File: config.mk
export PLATFORM = sky130hd
export DESIGN_NAME = idm_div
export DESIGN_NICKNAME = d
export VERILOG_FILES = /design/src/idm_pkg.sv /design/src/idm_div.sv
export SDC_FILE = /design/constraint.sdc
export NUM_CORES = 2
export LEC_CHECK = 0
export ABC_AREA = 1
export BUFFER_PORTS_ARGS = -buffer_cell sky130_fd_sc_hd__clkbuf_2
export CORE_UTILIZATION = 50
export DETAILED_ROUTE_END_ITERATION = 8
export HOLD_SLACK_MARGIN = 0.15
export PLACE_DENSITY = 0.72
export SYNTH_ARGS = -nofsm -noshare
export SYNTH_HDL_FRONTEND = slang
export SYNTH_SLANG_ARGS = --single-unit
File: constraint.sdc
create_clock -name clk -period 3.1 [get_ports clk]
set_input_delay 0.775 -clock clk [delete_from_list [all_inputs] [get_ports clk]]
set_output_delay 0.775 -clock clk [all_outputs]
set_load 0.02 [all_outputs]
File: src/idm_pkg.sv
// Shared types, widths and constants of the car-following acceleration block.
// Depends on nothing; every other file in src imports it.
package idm_pkg;

	// Field widths.
	localparam int POS_W     = 24;
	localparam int SPD_W     = 16;
	localparam int CFG_W     = 16;
	localparam int CFG_IDX_W = 3;
	localparam int ACC_W     = 24;

	// Ratio v / v0 in Q16, built by a bit-per-stage divider.
	localparam int RATIO_FRAC = 16;
	localparam int R_Q_W      = 32;

	// Square root of max_accel * comfort_decel.
	localparam int ISQ_N_W = 2 * CFG_W;
	localparam int ROOT_W  = ISQ_N_W / 2;

	// Braking term v * dv / (2 * root).
	localparam int VDV_W     = 2 * SPD_W;
	localparam int BRK_Q_W   = VDV_W;
	localparam int BRK_DEN_W = ROOT_W + 1;
	localparam int VT_W      = 2 * SPD_W - 8;

	// Desired gap over actual gap, Q16; only quotients below 2^28 are exact,
	// larger ones are flagged before they reach the divider and capped after it.
	localparam int GAP_W   = POS_W;
	localparam int NUM_W   = 34;
	localparam int Q_Q_W   = 28;
	localparam int Q_SHIFT = Q_Q_W - RATIO_FRAC;

	// Post-processing: squares, difference, scale, saturation.
	localparam int R2_W        = 2 * R_Q_W - RATIO_FRAC;
	localparam int TERM_W      = 41;
	localparam int D_W         = 42;
	localparam int P_W         = D_W + CFG_W + 1;
	localparam int POST_STAGES = 5;

	localparam logic [TERM_W-1:0] TERM_CAP = {1'b1, {(TERM_W-1){1'b0}}};
	localparam logic signed [ACC_W-1:0] ACC_MAX = {1'b0, {(ACC_W-1){1'b1}}};
	localparam logic signed [ACC_W-1:0] ACC_MIN = {1'b1, {(ACC_W-1){1'b0}}};

	// Register map of the configuration port.
	typedef enum logic [CFG_IDX_W-1:0] {
		REG_MAX_ACCEL     = 3'd0,
		REG_COMFORT_DECEL = 3'd1,
		REG_DESIRED_SPEED = 3'd2,
		REG_JAM_DISTANCE  = 3'd3,
		REG_TIME_HEADWAY  = 3'd4,
		REG_MIN_GAP       = 3'd5
	} cfg_reg_t;

	localparam logic [CFG_W-1:0] RST_MAX_ACCEL     = 16'd256;
	localparam logic [CFG_W-1:0] RST_COMFORT_DECEL = 16'd512;
	localparam logic [CFG_W-1:0] RST_DESIRED_SPEED = 16'd8192;
	localparam logic [CFG_W-1:0] RST_JAM_DISTANCE  = 16'd512;
	localparam logic [CFG_W-1:0] RST_TIME_HEADWAY  = 16'd256;
	localparam logic [CFG_W-1:0] RST_MIN_GAP       = 16'd256;

	typedef struct packed {
		logic [POS_W-1:0] own_position;
		logic [SPD_W-1:0] own_speed;
		logic [SPD_W-1:0] lane_speed_limit;
		logic             leader_present;
		logic [POS_W-1:0] leader_position;
		logic [SPD_W-1:0] leader_speed;
		logic [SPD_W-1:0] leader_length;
		logic             light_red;
		logic [POS_W-1:0] light_position;
	} idm_req_t;

	typedef struct packed {
		logic signed [ACC_W-1:0] acceleration;
		logic                    saturated;
	} idm_rsp_t;

	// Side data that travels alongside each divider or root pipeline.
	typedef struct packed {
		logic             lead;
		logic [VDV_W-1:0] vdv_mag;
		logic             vdv_neg;
		logic [GAP_W-1:0] gap;
		logic [VT_W-1:0]  vt;
		logic [ISQ_N_W-1:0] ab;
	} seg_a_t;

	typedef struct packed {
		logic             lead;
		logic [VDV_W-1:0] vdv_mag;
		logic             vdv_neg;
		logic [GAP_W-1:0] gap;
		logic [VT_W-1:0]  vt;
		logic [R_Q_W-1:0] ratio;
	} seg_b_t;

	typedef struct packed {
		logic             lead;
		logic             vdv_neg;
		logic [GAP_W-1:0] gap;
		logic [VT_W-1:0]  vt;
		logic [R_Q_W-1:0] ratio;
	} seg_c_t;

	typedef struct packed {
		logic             lead;
		logic             ovf;
		logic [R_Q_W-1:0] ratio;
	} seg_d_t;

endpackage

File: src/idm_div.sv
// Pipelined restoring divider, one quotient bit per stage, with side data.
// Depends on idm_pkg for default widths.
module idm_div #(
	parameter int Q_W    = idm_pkg::R_Q_W,
	parameter int DEN_W  = idm_pkg::SPD_W,
	parameter int SIDE_W = 1
) (
	input  logic              clk,
	input  logic              arst_n,
	input  logic              in_valid,
	input  logic [DEN_W-1:0]  in_rem,
	input  logic [Q_W-1:0]    in_num,
	input  logic [DEN_W-1:0]  in_den,
	input  logic [SIDE_W-1:0] in_side,
	output logic              out_valid,
	output logic [Q_W-1:0]    out_quo,
	output logic [SIDE_W-1:0] out_side
);
	import idm_pkg::*;

	// The starting remainder must be below the divisor for an exact result.
	logic              valid_s [0:Q_W-1];
	logic [DEN_W-1:0]  rem_s   [0:Q_W-1];
	logic [Q_W-1:0]    num_s   [0:Q_W-1];
	logic [DEN_W-1:0]  den_s   [0:Q_W-1];
	logic [SIDE_W-1:0] side_s  [0:Q_W-1];

	for (genvar k = 0; k < Q_W; k++) begin : g_step
		logic              cur_valid;
		logic [DEN_W-1:0]  cur_rem;
		logic [Q_W-1:0]    cur_num;
		logic [DEN_W-1:0]  cur_den;
		logic [SIDE_W-1:0] cur_side;
		logic [DEN_W:0]    trial;
		logic [DEN_W:0]    diff;

		if (k == 0) begin : g_first
			assign cur_valid = in_valid;
			assign cur_rem   = in_rem;
			assign cur_num   = in_num;
			assign cur_den   = in_den;
			assign cur_side  = in_side;
		end else begin : g_next
			assign cur_valid = valid_s[k-1];
			assign cur_rem   = rem_s[k-1];
			assign cur_num   = num_s[k-1];
			assign cur_den   = den_s[k-1];
			assign cur_side  = side_s[k-1];
		end

		assign trial = {cur_rem, cur_num[Q_W-1]};
		assign diff  = trial - {1'b0, cur_den};

		always_ff @(posedge clk or negedge arst_n) begin
			if (!arst_n) begin
				valid_s[k] <= 1'b0;
			end else begin
				valid_s[k] <= cur_valid;
			end
		end

		always_ff @(posedge clk) begin
			if (cur_valid) begin
				if (trial >= {1'b0, cur_den}) begin
					rem_s[k] <= diff[DEN_W-1:0];
					num_s[k] <= {cur_num[Q_W-2:0], 1'b1};
				end else begin
					rem_s[k] <= trial[DEN_W-1:0];
					num_s[k] <= {cur_num[Q_W-2:0], 1'b0};
				end
				den_s[k]  <= cur_den;
				side_s[k] <= cur_side;
			end
		end
	end

	assign out_valid = valid_s[Q_W-1];
	assign out_quo   = num_s[Q_W-1];
	assign out_side  = side_s[Q_W-1];

endmodule

==> flow_metrics.env <==
export IMPL_status="finished, final reports clean"
export IMPL_internal_power_uw=55870
export IMPL_flow_area_growth_from_synthesis_pct=10.80
export IMPL_clock_path_buffers=3
export IMPL_cts_tree="yes"
export IMPL_wirelength_um=242000
export IMPL_critical_path_top_delay_family="simple AND/OR/NAND/NOR gates"
export IMPL_synth_most_common_cell="nand2_1"
export IMPL_critical_path_depth=8
export IMPL_final_min_period_over_clock_period_pct=93.21
export IMPL_synth_warning_count=0
export IMPL_static_leakage_power_uw=0.05515
export IMPL_pin_count_of_the_biggest_net_entering_global_routing=98
export IMPL_fp_coreArea_mm2=0.2054
export IMPL_yosys_register_bits=2080
export IMPL_slew_headroom_pct=31.10
export IMPL_postSynthNetCount=11178
export IMPL_rsz_0062_raised_after_global_routing="false"
export IMPL_clock_sinks=2080
export IMPL_initial_antenna_violation_count=4
export IMPL_cts_htree_levels=4
export IMPL_number_of_buffer_and_inverter_stages_on_the_critical_path=1
export IMPL_syn_mean_instance_area_um2=9.824
export IMPL_clockRootBuffer="clkbuf_16"
export IMPL_worstRegToRegCells=8
export IMPL_final_period_minus_worst_setup_slack_ps=2890
export IMPL_dieHeight_um=457.7
export IMPL_die_area_mm2=0.2094
export IMPL_layout_nets=11459
export IMPL_maximum_cell_stage_delay_along_the_critical_path_ps=620
export IMPL_layout_core_utilization_pct=55.99
export IMPL_synth_main_ff_cell="edfxtp_1"
export IMPL_cts_made_buffers=209
export IMPL_postCtsSetupBuffers=0
export IMPL_design_portCount=102
export IMPL_crit_path_cell_trace="inv_1 > ha_1 > nand4_1 > nor3_2 > nor2_2 > nand2_4 > nand2_1 > nand2_1"
export IMPL_fill_cells=17438
export IMPL_global_route_overflow_total=0
export IMPL_routed_wire_length_per_instance_um=17.64
export IMPL_sum_of_negative_setup_slack_ps=0
export IMPL_worst_ep_required_time_ps=3650
export IMPL_max_slew_worst_pin_slew_ps=1034
export IMPL_final_hold_viol_count=0
export IMPL_async_flop_share_pct=1.538
export IMPL_via_count=69492
export IMPL_first_pass_grt_wire_length_um=377800
export IMPL_power_sequential_fraction_pct=44.0
export IMPL_synthCells=10567
export IMPL_synth_top_cells_by_count="3650 x nand2_1, 2047 x edfxtp_1, 1943 x inv_1, 865 x nand3_1, 512 x ha_1"
export IMPL_critPathCaptureType="flop"
export IMPL_post_route_cells_drive_above_1_share_pct=6.988
export IMPL_fin_ws_ps=210.4
export IMPL_power_clock_fraction_pct=32.5
export IMPL_finalInstanceArea_mm2=0.1150
export IMPL_crit_path_start_kind="flop"
export IMPL_maxSlewViolCount=0
export IMPL_synth_seq_area_share_pct=60.00
export IMPL_drt_iter0_drc=5628
export IMPL_initial_standard_cell_utilization_of_the_core_pct=50.54
export IMPL_path_common_cell="nand2_1"
export IMPL_swShare_pct=31.34
export IMPL_syn_cell_area_mm2=0.1038
export IMPL_pre_cts_setup_slack_ps=223.6
export IMPL_design_power_total_uw=81360
export IMPL_crit_path_top_delay_cell="nor2_2"
export IMPL_row_count=166
export IMPL_io_buffer_count=101
export IMPL_number_of_global_route_vias_before_repair=67648
export IMPL_power_per_cell_area_mw_per_mm2=707.4
export IMPL_finClkSkew_ps=43.60
export IMPL_detail_route_drc_violations=0
export IMPL_clkSlewWorstSetupHoldPaths_ps=60
export IMPL_max_fo_critical_path=17
export IMPL_timing_fmax_mhz=346.1
export IMPL_setup_worst_path_class="flop to flop"
export IMPL_number_of_instances_resized_during_post_cts_repair=0
export IMPL_setup_violations_final=0
export IMPL_global_route_usage_total_pct=23.15
export IMPL_min_delay_path_class="input port to flop"
export IMPL_first_pass_iters=7
export IMPL_combinationalPowerShare_pct=23.5
export IMPL_max_capacitance_violation_total=0
export IMPL_gpl_final_weighted_congestion=0.9116
export IMPL_min_delay_path_depth=3
export IMPL_synth_area_top_cells="edfxtp_1 59%, nand2_1 13%, inv_1 7.0%"
export IMPL_post_synth_top_area_cell="edfxtp_1"
export IMPL_netSwitchingPower_uw=25500
export IMPL_clock_insertion_delay_worst_skew_ps=870
export IMPL_netlist_cell_type_count=36
export IMPL_postPlaceCellArea_mm2=0.1072
export IMPL_dp_hpwl_um=182000
export IMPL_irDropWorstVdd_v=0.0006380
export IMPL_synth_top_cell_area_share_pct=59.21
export IMPL_drt_vias_per_instance=5.064
export IMPL_post_cts_hold_buffer_count=49
export IMPL_final_antenna_net_count=0
export IMPL_synth_enable_flop_cells=2047
export IMPL_critPathArrivalTime_ps=3440
export IMPL_die_width_um=457.7
area by class of cell:
| cell class | instances | area [µm²] | share of cell area, % |
|---|---|---|---|
| Multi-Input combinational cell | 6389 | 33200 | 28.87 |
| Clock inverter | 141 | 1793 | 1.559 |
| Tap cell | 2688 | 3363 | 2.924 |
| Inverter | 1968 | 7387 | 6.423 |
| Timing Repair Buffer | 200 | 1409 | 1.225 |
| Clock buffer | 255 | 5524 | 4.803 |
| Sequential cell | 2080 | 62330 | 54.19 |
| Antenna cell | 2 | 5.005 | 0.004351 |
kinds of logic after synthesis:
family / synth area share (%)
compound gates: 1.505
xor+xnor: 1.831
fa+ha+maj: 6.769
buf+inv: 8.009
flops: 60.00
simple gates: 21.88
placed cells by master, fill, tap and decap left out, types with 38 or more instances in the layout:
master | Yosys | layout
dlygate4sd3_1 | 0 | 49
clkinv_2 | 0 | 38
nand2_1 | 3650 | 3650
ha_1 | 512 | 512
clkbuf_16 | 0 | 210
nand4_1 | 93 | 93
nand3_1 | 865 | 865
inv_1 | 1943 | 1943
a21oi_1 | 266 | 266
edfxtp_1 | 2047 | 2047
buf_4 | 31 | 47
nand2_4 | 62 | 62
clkbuf_2 | 0 | 101
nand2_2 | 47 | 47
nor3_1 | 49 | 49
xnor2_1 | 46 | 46
nor2_1 | 394 | 394
xor2_1 | 171 | 171
flip-flops by register name, summed over array words and instances, names as in the netlist:
name,cells
den_s,496
g_step.cur_valid,31
num_s,1024
out_valid,1
rem_s,496
side_s,32
per-stage QoR:
stage	std cells	hold slack, ps
CTS	13721	194.5
finish	13723	265.9
floorplan	10567	393.4
global placement	13276	400.2
detailed placement	13276	404.5
global route	13721	261.9
tightest hold or removal path, cell delays in order:
cell	delay [ps]
clkbuf_2	100
nand3_1	70
nand2_1	70
power by group through the flow:
stage	registers [µW]	clock network (µW)	logic (µW)
2_1_floorplan	35600	0	14500
3_3_place_gp	36300	0	18700
3_5_place_dp	36300	0	18900
4_1_cts	35800	27000	19100
5_1_grt	35900	28000	21800
6_report	35800	26500	19100
final timing paths:
kind / startpoint / endpoint / slack, ps
max: den_s[1][140] / rem_s[1][155] / 210
min: in_rem[3] / rem_s[0][4] / 270
max reg2reg: den_s[1][140] / rem_s[1][155] / 210
min reg2reg: num_s[0][402] / num_s[0][435] / 390
max in group asynchronous: arst_n / g_step[28].cur_valid / 1680
min in group asynchronous: arst_n / g_step[8].cur_valid / 520
per-layer routing:
layer  global-route usage [%]  wire length (µm)  part of all wire (%)
met2                    40.09            119100                    49
met1                    29.82            103900                    43
met5                        0                13                0.0054
met4                    8.521              8508                   3.5
met3                    2.708             10460                   4.3
Power figures use the tool's default switching activity.
