### src/idm_pkg.sv
// Shared types, widths and constants of the car-following acceleration block.
// Depends on nothing; every other file in src imports it.
package idm_pkg;

	// Field widths.
	localparam int POS_W     = 24;
	localparam int SPD_W     = 16;
	localparam int CFG_W     = 16;
	localparam int CFG_IDX_W = 3;
	localparam int ACC_W     = 24;

	// Ratio v / v0 in Q16, built by a bit-per-stage divider.
	localparam int RATIO_FRAC = 16;
	localparam int R_Q_W      = 32;

	// Square root of max_accel * comfort_decel.
	localparam int ISQ_N_W = 2 * CFG_W;
	localparam int ROOT_W  = ISQ_N_W / 2;

	// Braking term v * dv / (2 * root).
	localparam int VDV_W     = 2 * SPD_W;
	localparam int BRK_Q_W   = VDV_W;
	localparam int BRK_DEN_W = ROOT_W + 1;
	localparam int VT_W      = 2 * SPD_W - 8;

	// Desired gap over actual gap, Q16; only quotients below 2^28 are exact,
	// larger ones are flagged before they reach the divider and capped after it.
	localparam int GAP_W   = POS_W;
	localparam int NUM_W   = 34;
	localparam int Q_Q_W   = 28;
	localparam int Q_SHIFT = Q_Q_W - RATIO_FRAC;

	// Post-processing: squares, difference, scale, saturation.
	localparam int R2_W        = 2 * R_Q_W - RATIO_FRAC;
	localparam int TERM_W      = 41;
	localparam int D_W         = 42;
	localparam int P_W         = D_W + CFG_W + 1;
	localparam int POST_STAGES = 5;

	localparam logic [TERM_W-1:0] TERM_CAP = {1'b1, {(TERM_W-1){1'b0}}};
	localparam logic signed [ACC_W-1:0] ACC_MAX = {1'b0, {(ACC_W-1){1'b1}}};
	localparam logic signed [ACC_W-1:0] ACC_MIN = {1'b1, {(ACC_W-1){1'b0}}};

	// Register map of the configuration port.
	typedef enum logic [CFG_IDX_W-1:0] {
		REG_MAX_ACCEL     = 3'd0,
		REG_COMFORT_DECEL = 3'd1,
		REG_DESIRED_SPEED = 3'd2,
		REG_JAM_DISTANCE  = 3'd3,
		REG_TIME_HEADWAY  = 3'd4,
		REG_MIN_GAP       = 3'd5
	} cfg_reg_t;

	localparam logic [CFG_W-1:0] RST_MAX_ACCEL     = 16'd256;
	localparam logic [CFG_W-1:0] RST_COMFORT_DECEL = 16'd512;
	localparam logic [CFG_W-1:0] RST_DESIRED_SPEED = 16'd8192;
	localparam logic [CFG_W-1:0] RST_JAM_DISTANCE  = 16'd512;
	localparam logic [CFG_W-1:0] RST_TIME_HEADWAY  = 16'd256;
	localparam logic [CFG_W-1:0] RST_MIN_GAP       = 16'd256;

	typedef struct packed {
		logic [POS_W-1:0] own_position;
		logic [SPD_W-1:0] own_speed;
		logic [SPD_W-1:0] lane_speed_limit;
		logic             leader_present;
		logic [POS_W-1:0] leader_position;
		logic [SPD_W-1:0] leader_speed;
		logic [SPD_W-1:0] leader_length;
		logic             light_red;
		logic [POS_W-1:0] light_position;
	} idm_req_t;

	typedef struct packed {
		logic signed [ACC_W-1:0] acceleration;
		logic                    saturated;
	} idm_rsp_t;

	// Side data that travels alongside each divider or root pipeline.
	typedef struct packed {
		logic             lead;
		logic [VDV_W-1:0] vdv_mag;
		logic             vdv_neg;
		logic [GAP_W-1:0] gap;
		logic [VT_W-1:0]  vt;
		logic [ISQ_N_W-1:0] ab;
	} seg_a_t;

	typedef struct packed {
		logic             lead;
		logic [VDV_W-1:0] vdv_mag;
		logic             vdv_neg;
		logic [GAP_W-1:0] gap;
		logic [VT_W-1:0]  vt;
		logic [R_Q_W-1:0] ratio;
	} seg_b_t;

	typedef struct packed {
		logic             lead;
		logic             vdv_neg;
		logic [GAP_W-1:0] gap;
		logic [VT_W-1:0]  vt;
		logic [R_Q_W-1:0] ratio;
	} seg_c_t;

	typedef struct packed {
		logic             lead;
		logic             ovf;
		logic [R_Q_W-1:0] ratio;
	} seg_d_t;

endpackage

### src/idm_isqrt.sv
// Pipelined integer square root, one result bit per stage, with side data.
// Depends on idm_pkg for default widths.
module idm_isqrt #(
	parameter int N_W    = idm_pkg::ISQ_N_W,
	parameter int SIDE_W = 1
) (
	input  logic               clk,
	input  logic               arst_n,
	input  logic               in_valid,
	input  logic [N_W-1:0]     in_n,
	input  logic [SIDE_W-1:0]  in_side,
	output logic               out_valid,
	output logic [N_W/2-1:0]   out_root,
	output logic [SIDE_W-1:0]  out_side
);
	import idm_pkg::*;

	localparam int STEPS = N_W / 2;

	logic              valid_s [0:STEPS-1];
	logic [N_W-1:0]    n_s     [0:STEPS-1];
	logic [N_W-1:0]    res_s   [0:STEPS-1];
	logic [SIDE_W-1:0] side_s  [0:STEPS-1];

	for (genvar k = 0; k < STEPS; k++) begin : g_step
		localparam logic [N_W:0] BIT = (N_W+1)'(1) << (N_W - 2 - 2 * k);
		logic              cur_valid;
		logic [N_W-1:0]    cur_n;
		logic [N_W-1:0]    cur_res;
		logic [SIDE_W-1:0] cur_side;
		logic [N_W:0]      sum;
		logic              take;

		if (k == 0) begin : g_first
			assign cur_valid = in_valid;
			assign cur_n     = in_n;
			assign cur_res   = '0;
			assign cur_side  = in_side;
		end else begin : g_next
			assign cur_valid = valid_s[k-1];
			assign cur_n     = n_s[k-1];
			assign cur_res   = res_s[k-1];
			assign cur_side  = side_s[k-1];
		end

		assign sum  = {1'b0, cur_res} + BIT;
		assign take = {1'b0, cur_n} >= sum;

		always_ff @(posedge clk or negedge arst_n) begin
			if (!arst_n) begin
				valid_s[k] <= 1'b0;
			end else begin
				valid_s[k] <= cur_valid;
			end
		end

		always_ff @(posedge clk) begin
			if (cur_valid) begin
				if (take) begin
					n_s[k]   <= cur_n - sum[N_W-1:0];
					res_s[k] <= (cur_res >> 1) + BIT[N_W-1:0];
				end else begin
					n_s[k]   <= cur_n;
					res_s[k] <= cur_res >> 1;
				end
				side_s[k] <= cur_side;
			end
		end
	end

	assign out_valid = valid_s[STEPS-1];
	assign out_root  = res_s[STEPS-1][STEPS-1:0];
	assign out_side  = side_s[STEPS-1];

endmodule

### config.mk
export PLATFORM = sky130hd
export DESIGN_NAME = idm_isqrt
export DESIGN_NICKNAME = d
export VERILOG_FILES = /design/src/idm_pkg.sv /design/src/idm_isqrt.sv
export SDC_FILE = /design/constraint.sdc
export NUM_CORES = 1
export LEC_CHECK = 0
export ABC_AREA = 1
export BUFFER_PORTS_ARGS = -buffer_cell sky130_fd_sc_hd__buf_2
export CAP_MARGIN = 40
export CORE_MARGIN = 1.5
export CORE_UTILIZATION = 50
export CTS_BUF_LIST = sky130_fd_sc_hd__clkbuf_8 sky130_fd_sc_hd__clkbuf_16
export DETAILED_ROUTE_END_ITERATION = 10
export PLACE_DENSITY = 0.66
export SYNTH_ARGS = -nofsm -noshare
export SYNTH_HDL_FRONTEND = slang
export SYNTH_SLANG_ARGS = --single-unit
### constraint.sdc
create_clock -name clk -period 2.98 [get_ports clk]
set_input_delay 0.298 -clock clk [delete_from_list [all_inputs] [get_ports clk]]
set_output_delay 0.298 -clock clk [all_outputs]
set_load 0.03 [all_outputs]
==> metrics.yaml, run 1 <==
run_status:
  outcome: "finished clean"
setup_path:
  reg2reg_from: "res_s[1][112]"
  cp_max_fo: 14
  arrival_ns: 3.13
  r2r_end: "n_s[1][143]"
  r2r_setup_slack_ns: 0.19
  endpoint_kind: "register"
  path_class: "register to register"
  crit_required_ns: 3.32
  path_cells: "inv_1 > ha_1 > nand2_1 > inv_2 > nand2_1 > nor2_1 > nand4_1 > nor2_1 > nor2_2 > nand2_2 > inv_2 > nand2_1 > nand2_1"
  cpMaxStageDelayCell: "edfxtp_1"
  cp_slowest_stage_delay_ns: 0.49
  setup.worst_path.start_class: "register"
  r2r_cells: 13
  cp-startpoint: "res_s[1][112]"
  cp_common_cell: "nand2_1"
drt:
  finalWirelength_um: 92100
  num_vias: 26500
  firstDrtPassIters: 5
  drc: 0
  final_antenna_net_count: 0
  dr.first_iter.drc_count: 1840
  wire_per_inst_um: 17.9
  viasPerCell: 5.15
die:
  dieArea_um2: 72700
  initial_core_util: 0.507
  core_um2: 70100
  die_w_um: 270
  ios: 54
  die_h_um: 270
  rows: 97
power_and_ir_drop:
  design_power_total_uw: 28800
  powerDensity_nw_per_um2: 726
  ir_drop_mv: 0.628
  p_leak_uw: 0.0176
logic_synthesis:
  synth_edf_count: 632
  ys_types: 50
  synthSimpleGateAreaFrac: 0.254
  synth.top_cell.area_share: 0.534
  ys_top_cells_by_count: "1154 x nand2_1, 645 x inv_1, 632 x edfxtp_1"
  yosysMostFrequentCell: "nand2_1"
  syn_avg_cell_area_um2: 8.88
  ys_seq_area_frac: 0.545
  netlist_instances: 4002
  synth_fa_ha_area_frac: 0.0528
  synth_top_family_by_area: "simple AND/OR/NAND/NOR gates"
  syn_area_um2: 35500
  synth_xor_area_frac: 0.0293
  ys_seq_elements: 648
  synth_ff_type: "edfxtp_1"
  synth_nets: 4188
  synth-compound-area-share: 0.0403
  synth.area.mux_share: 0
  synthTopCellsByArea: "edfxtp_1 53%, nand2_1 12%, inv_1 6.8%"
  synthArstFlopShare: 0.0247
  post-synth-top-area-cell: "edfxtp_1"
  ys.warnings.count: 0
clock_network:
  numCtsBuffers: 71
  worst_setup_hold_path_clk_slew_ns: 0.06
  insertion_delay_ns: 0.65
  root_buffer: "clkbuf_16"
  post_cts_buffers: 0
  cts_tree: "done"
  cts_num_sinks: 648
  htree_levels: 3
  clockBufferDepth: 3
sta:
  finalClockSkew_ns: 0.0381
  rsz0062_at_grt: "no"
  finalWorstPathRequiredPeriod_ns: 2.79
  fin_crit_sh: 0.938
  slew_violations: 0
  relSlewSlack: 0.444
  tns_ns: 0
  finalSetupViolCount: 0
  clock.fmax_mhz: 358
  postLayoutSetupSlackWorst_ns: 0.186
  tightestPinTransition_ns: 0.827
  hold_violations: 0
placement:
  gp_congestion: 0.971
  io_buffers: 53
  post-dp-hpwl_um: 72900
  dpl_worst_slack_ns: 0.258
  placed_area_um2: 37000
global_routing:
  antenna_found_initial: 0
  grt_pass1_vias: 25900
  grt_pass1_wl_um: 143000
  gr-total-overflow: 0
  track_usage: 0.254
  grt_max_degree: 49
flow_run:
  drv_cap: 0
final_layout:
  fin_nets: 4341
  syn2layout_area_growth_pct: 11.8
  layout-drive-gt1-share: 0.0753
  fillers: 6443
  final_cell_area_um2: 39800
hold_path:
  hold_class: "primary input to register"
  min_delay_path_depth: 3
  hold_end: "n_s[0][31]"
  worstHoldStart: "in_n[31]"
[final cells by class]
class,instances,area (µm²),share of cell area
antenna,1,2.50,0.0000630
clock buffer,76,1850,0.0464
clock inverter,53,576,0.0145
inverter,688,2590,0.0651
multi-input combinational,2634,13400,0.336
sequential,648,19400,0.488
tap,940,1180,0.0296
timing repair buffer,112,808,0.0203
[kinds of logic (layout without fill, tap and decap cells)]
| logic type | Yosys count | after routing |
|---|---|---|
| and+or+nand+nor | 2109 | 2109 |
| AOI/OAI and AO/OA | 256 | 256 |
| adders and majority gates | 150 | 150 |
| buffers and inverters | 720 | 929 |
| other | 0 | 1 |
| DFF | 648 | 648 |
| xor gates and xnor gates | 119 | 119 |
[metal layers]
layer / vias up / global-route usage / routed length [µm]
li1: 13400 / - / -
met4: 0 / 0.0865 / 2890
met2: 662 / 0.468 / 47800
met1: 12400 / 0.307 / 37400
met5: - / 0 / 0
met3: 163 / 0.0289 / 3980
[placed cells by master (no fill, tap or decap), types with 48 or more instances in the layout]
| cell | count |
|---|---|
| a21oi_1 | 105 |
| buf_2 | 53 |
| clkbuf_16 | 71 |
| edfxtp_1 | 632 |
| ha_1 | 150 |
| inv_1 | 662 |
| nand2_1 | 1154 |
| nand3_1 | 218 |
| nand4_1 | 93 |
| nor2_1 | 447 |
| nor3_1 | 62 |
| o21ai_0 | 60 |
| o21ai_1 | 48 |
| xnor2_1 | 50 |
| xor2_1 | 69 |
[power by group]
| part | internal, µW | total, µW | switching [µW] |
|---|---|---|---|
| clock | 5090 | 8850 | 3760 |
| combinational | 2530 | 7510 | 4980 |
| sequential | 11500 | 12500 | 975 |
| total | 19100 | 28800 | 9710 |
[how the worst max path moves through the flow]
stage	endpoint	slack, ns	depth (start not counted)
4_1_cts	n_s[1][143]	0.23	13
3_5_place_dp	n_s[1][143]	0.26	13
2_1_floorplan	n_s[1][192]	0.85	1
3_3_place_gp	n_s[1][143]	0.22	13
5_1_grt	n_s[1][80]	0.12	13
6_report	n_s[1][143]	0.19	13
[state kept, by name, summed over array words and instances, names as in the netlist]
register          flops
g_step.cur_valid     15
side_s               16
res_s               136
n_s                 480
out_valid             1
[per-stage QoR]
stage	hold WS [ns]	instances	utilization
CTS	0.0620	5151	0.567
global placement	0.371	4986	0.527
finish	0.0587	5152	0.567
floorplan	0.00241	4002	-
global route	0.0775	5151	0.567
detailed placement	0.156	4987	0.527
[critical path: cells and delay by family, from the launching register on]
family | cells | cell delay, ns
adder cells (fa/ha/maj) | 1 | 0.36
buffers and inverters | 3 | 0.36
flip-flops | 1 | 0.49
AND/OR/NAND/NOR | 9 | 1.27
[timing repair]
action | CTS | global route
endpoints found under the setup margin | 0 | 0
gates resized for setup | 0 | 0
endpoints found under the hold margin | 49 | 0
hold buffers | 35 | 0
No activity file was read; power rests on OpenSTA's default activity.
==> run 2: changes to the inputs <==
Settings changed: BUFFER_PORTS_ARGS -buffer_cell sky130_fd_sc_hd__buf_2 to -buffer_cell sky130_fd_sc_hd__buf_4, CORE_ASPECT_RATIO from default to 0.75, REMOVE_ABC_BUFFERS from default to 1.
==> metrics.yaml, run 2 (synthesized netlist as in run 1, its figures left out) <==
die:
  core_um2: 70200  # about the same
  rows: 84  # -13%
  ios: 54  # unchanged
  die_w_um: 311  # +15%
  dieArea_um2: 72700  # about the same
  initial_core_util: 0.506  # about the same
  die_h_um: 234  # -13%
clock_network:
  worst_setup_hold_path_clk_slew_ns: 0.06  # about the same
  htree_levels: 3  # unchanged
  insertion_delay_ns: 0.63  # -0.02 ns
  post_cts_buffers: 0  # unchanged
  numCtsBuffers: 66  # -7.0%
  cts_resized: 0  # unchanged
  cts_hold_buffers: 33  # -5.7%
  cts_num_sinks: 648  # unchanged
  cts_tree: "done"
  clockBufferDepth: 3  # unchanged
  root_buffer: "clkbuf_16"
final_layout:
  multi_input_area_um2: 13400  # unchanged
  num_antenna_cells: 0  # -1
  final_cell_mix: "1154 x nand2_1, 658 x inv_1, 632 x edfxtp_1, 447 x nor2_1, 218 x nand3_1"
  fin_nets: 4330  # -0.25%
  layout-drive-gt1-share: 0.0732  # -0.00211
  largest-register: "n_s"
  reg.largest.list: "n_s x480, res_s x136, side_s x16"
  fillers: 6356  # -1.4%
  syn2layout_area_growth_pct: 11.4
  largest_reg_flops: 480  # unchanged
  regArea_um2: 19400  # about the same
  final_common_cell: "nand2_1"
  fin_util: 0.564  # -0.00276
setup_path:
  reg2reg_from: "n_s[1][48]"
  arrival_ns: 3.16  # +0.03 ns
  path_class: "register to register"
  endpoint_kind: "register"
  setup.worst_path.start_class: "register"
  cp_max_fo: 15  # +1
  r2r_cells: 10  # -3
  cp-startpoint: "n_s[1][48]"
  crit_required_ns: 3.46  # +0.14 ns
drt:
  drc: 0  # unchanged
  num_vias: 27100  # +2.0%
  wire_per_inst_um: 18.5  # +3.5%
  finalWirelength_um: 95200  # +3.3%
  dr.first_iter.drc_count: 3061  # +66%
  viasPerCell: 5.26  # +2.2%
  final_antenna_net_count: 0  # unchanged
  firstDrtPassIters: 5  # unchanged
sta:
  relSlewSlack: 0.434  # -0.00937
  finalClockSkew_ns: 0.0239  # -0.0142 ns
  fin_crit_sh: 0.897  # -0.0401
  postLayoutSetupSlackWorst_ns: 0.306  # +0.120 ns
  rsz0062_at_grt: "no"
  tns_ns: 0  # unchanged
  clock.fmax_mhz: 374  # +4.5%
  finalWorstPathRequiredPeriod_ns: 2.67  # -0.120 ns
  finalSetupViolCount: 0  # unchanged
  hold_violations: 0  # unchanged
  slew_violations: 0  # unchanged
  tightestPinTransition_ns: 0.848  # +0.0217 ns
placement:
  dpl_worst_slack_ns: 0.330  # +0.0722 ns
  post-dp-hpwl_um: 74500  # +2.3%
  gp_congestion: 0.964  # -0.68%
  io_buffers: 53  # unchanged
global_routing:
  grt_pass1_wl_um: 146000  # +2.0%
  antenna_found_initial: 2  # +2
  grt_max_degree: 50  # +2.0%
  grt_pass1_vias: 24900  # -4.1%
  track_usage: 0.264  # +0.00934
  gr-total-overflow: 0  # unchanged
flow_run:
  drv_cap: 0  # unchanged
hold_path:
  min_delay_path_depth: 1  # -2
  worstHoldStart: "in_valid"
  hold_class: "primary input to register"
power_and_ir_drop:
  powerDensity_nw_per_um2: 725  # about the same
  ir_drop_mv: 0.509  # -19%
  p_leak_uw: 0.0176  # -0.53%
run_status:
  outcome: "finished clean"
## run 2: cell count changes in the layout (fill, tap and decap cells not counted), sizes merged
cell	before	now
clkinvlp	5	3
buf	77	73
inv	705	706
dlygate4sd3	35	33
clkbuf	76	68
diode	1	0
## run 2: report_power, final
part | leakage (µW) | switching [µW] | internal, µW
Clock | 0.00112 | 3650 | 4730
Sequential | 0.00637 | 1130 | 11500
Combinational | 0.0101 | 5140 | 2550
Total | 0.0176 | 9920 | 18800
## run 2: through the flow
| stage | total power (µW) | instance area [µm²] | std cells | hold WS (ns) |
|---|---|---|---|---|
| 2_1_floorplan | 17700 | 35300 | 3970 | 0.00241 |
| 3_3_place_gp | 20200 | 37100 | 4989 | 0.316 |
| 3_5_place_dp | 20200 | 37100 | 4989 | 0.311 |
| 4_1_cts | 28700 | 39600 | 5142 | 0.0120 |
| 5_1_grt | 30300 | 39600 | 5142 | 0.0401 |
| 6_report | 28700 | 39600 | 5142 | 0.0500 |
## run 2: path summary, 6_finish.rpt
| path | to | slack (ns) |
|---|---|---|
| worst max-delay path | n_s[1][79] | 0.31 |
| worst max register to register | n_s[1][79] | 0.31 |
| min in group asynchronous | g_step[8].cur_valid | 0.20 |
| worst min-delay path | g_step[1].cur_valid | 0.05 |
| max in group asynchronous | g_step[11].cur_valid | 2.36 |
| worst min register to register | side_s[1][6] | 0.41 |
## run 2: critical path, cell delays in order, from the launching register on
cell and delay (ns):
edfxtp_1 0.47, ha_1 0.42, a21oi_1 0.38, inv_1 0.08, nor2_1 0.11, nand2_1 0.16
a21oi_2 0.28, nand2_2 0.26, inv_2 0.22, nand2_1 0.07, nand2_1 0.08
## run 2: routing by layer
metal  vias to the layer above  global-route usage  part of all wire  wire length, µm
met2                      1054               0.348              0.37            35500
met1                     12600               0.433              0.51            48500
li1                      13300                   -                 -                -
met5                         -                   0                 0                0
met3                        93              0.0647              0.10             9940
met4                         0              0.0413             0.013             1190
## run 2: final cells by class
class / instances / area share
Sequential cell: 648 / 0.490
Multi-Input combinational cell: 2634 / 0.338
Inverter: 688 / 0.0654
Clock buffer: 68 / 0.0427
Tap cell: 946 / 0.0299
Timing Repair Buffer: 106 / 0.0222
Clock inverter: 52 / 0.0124
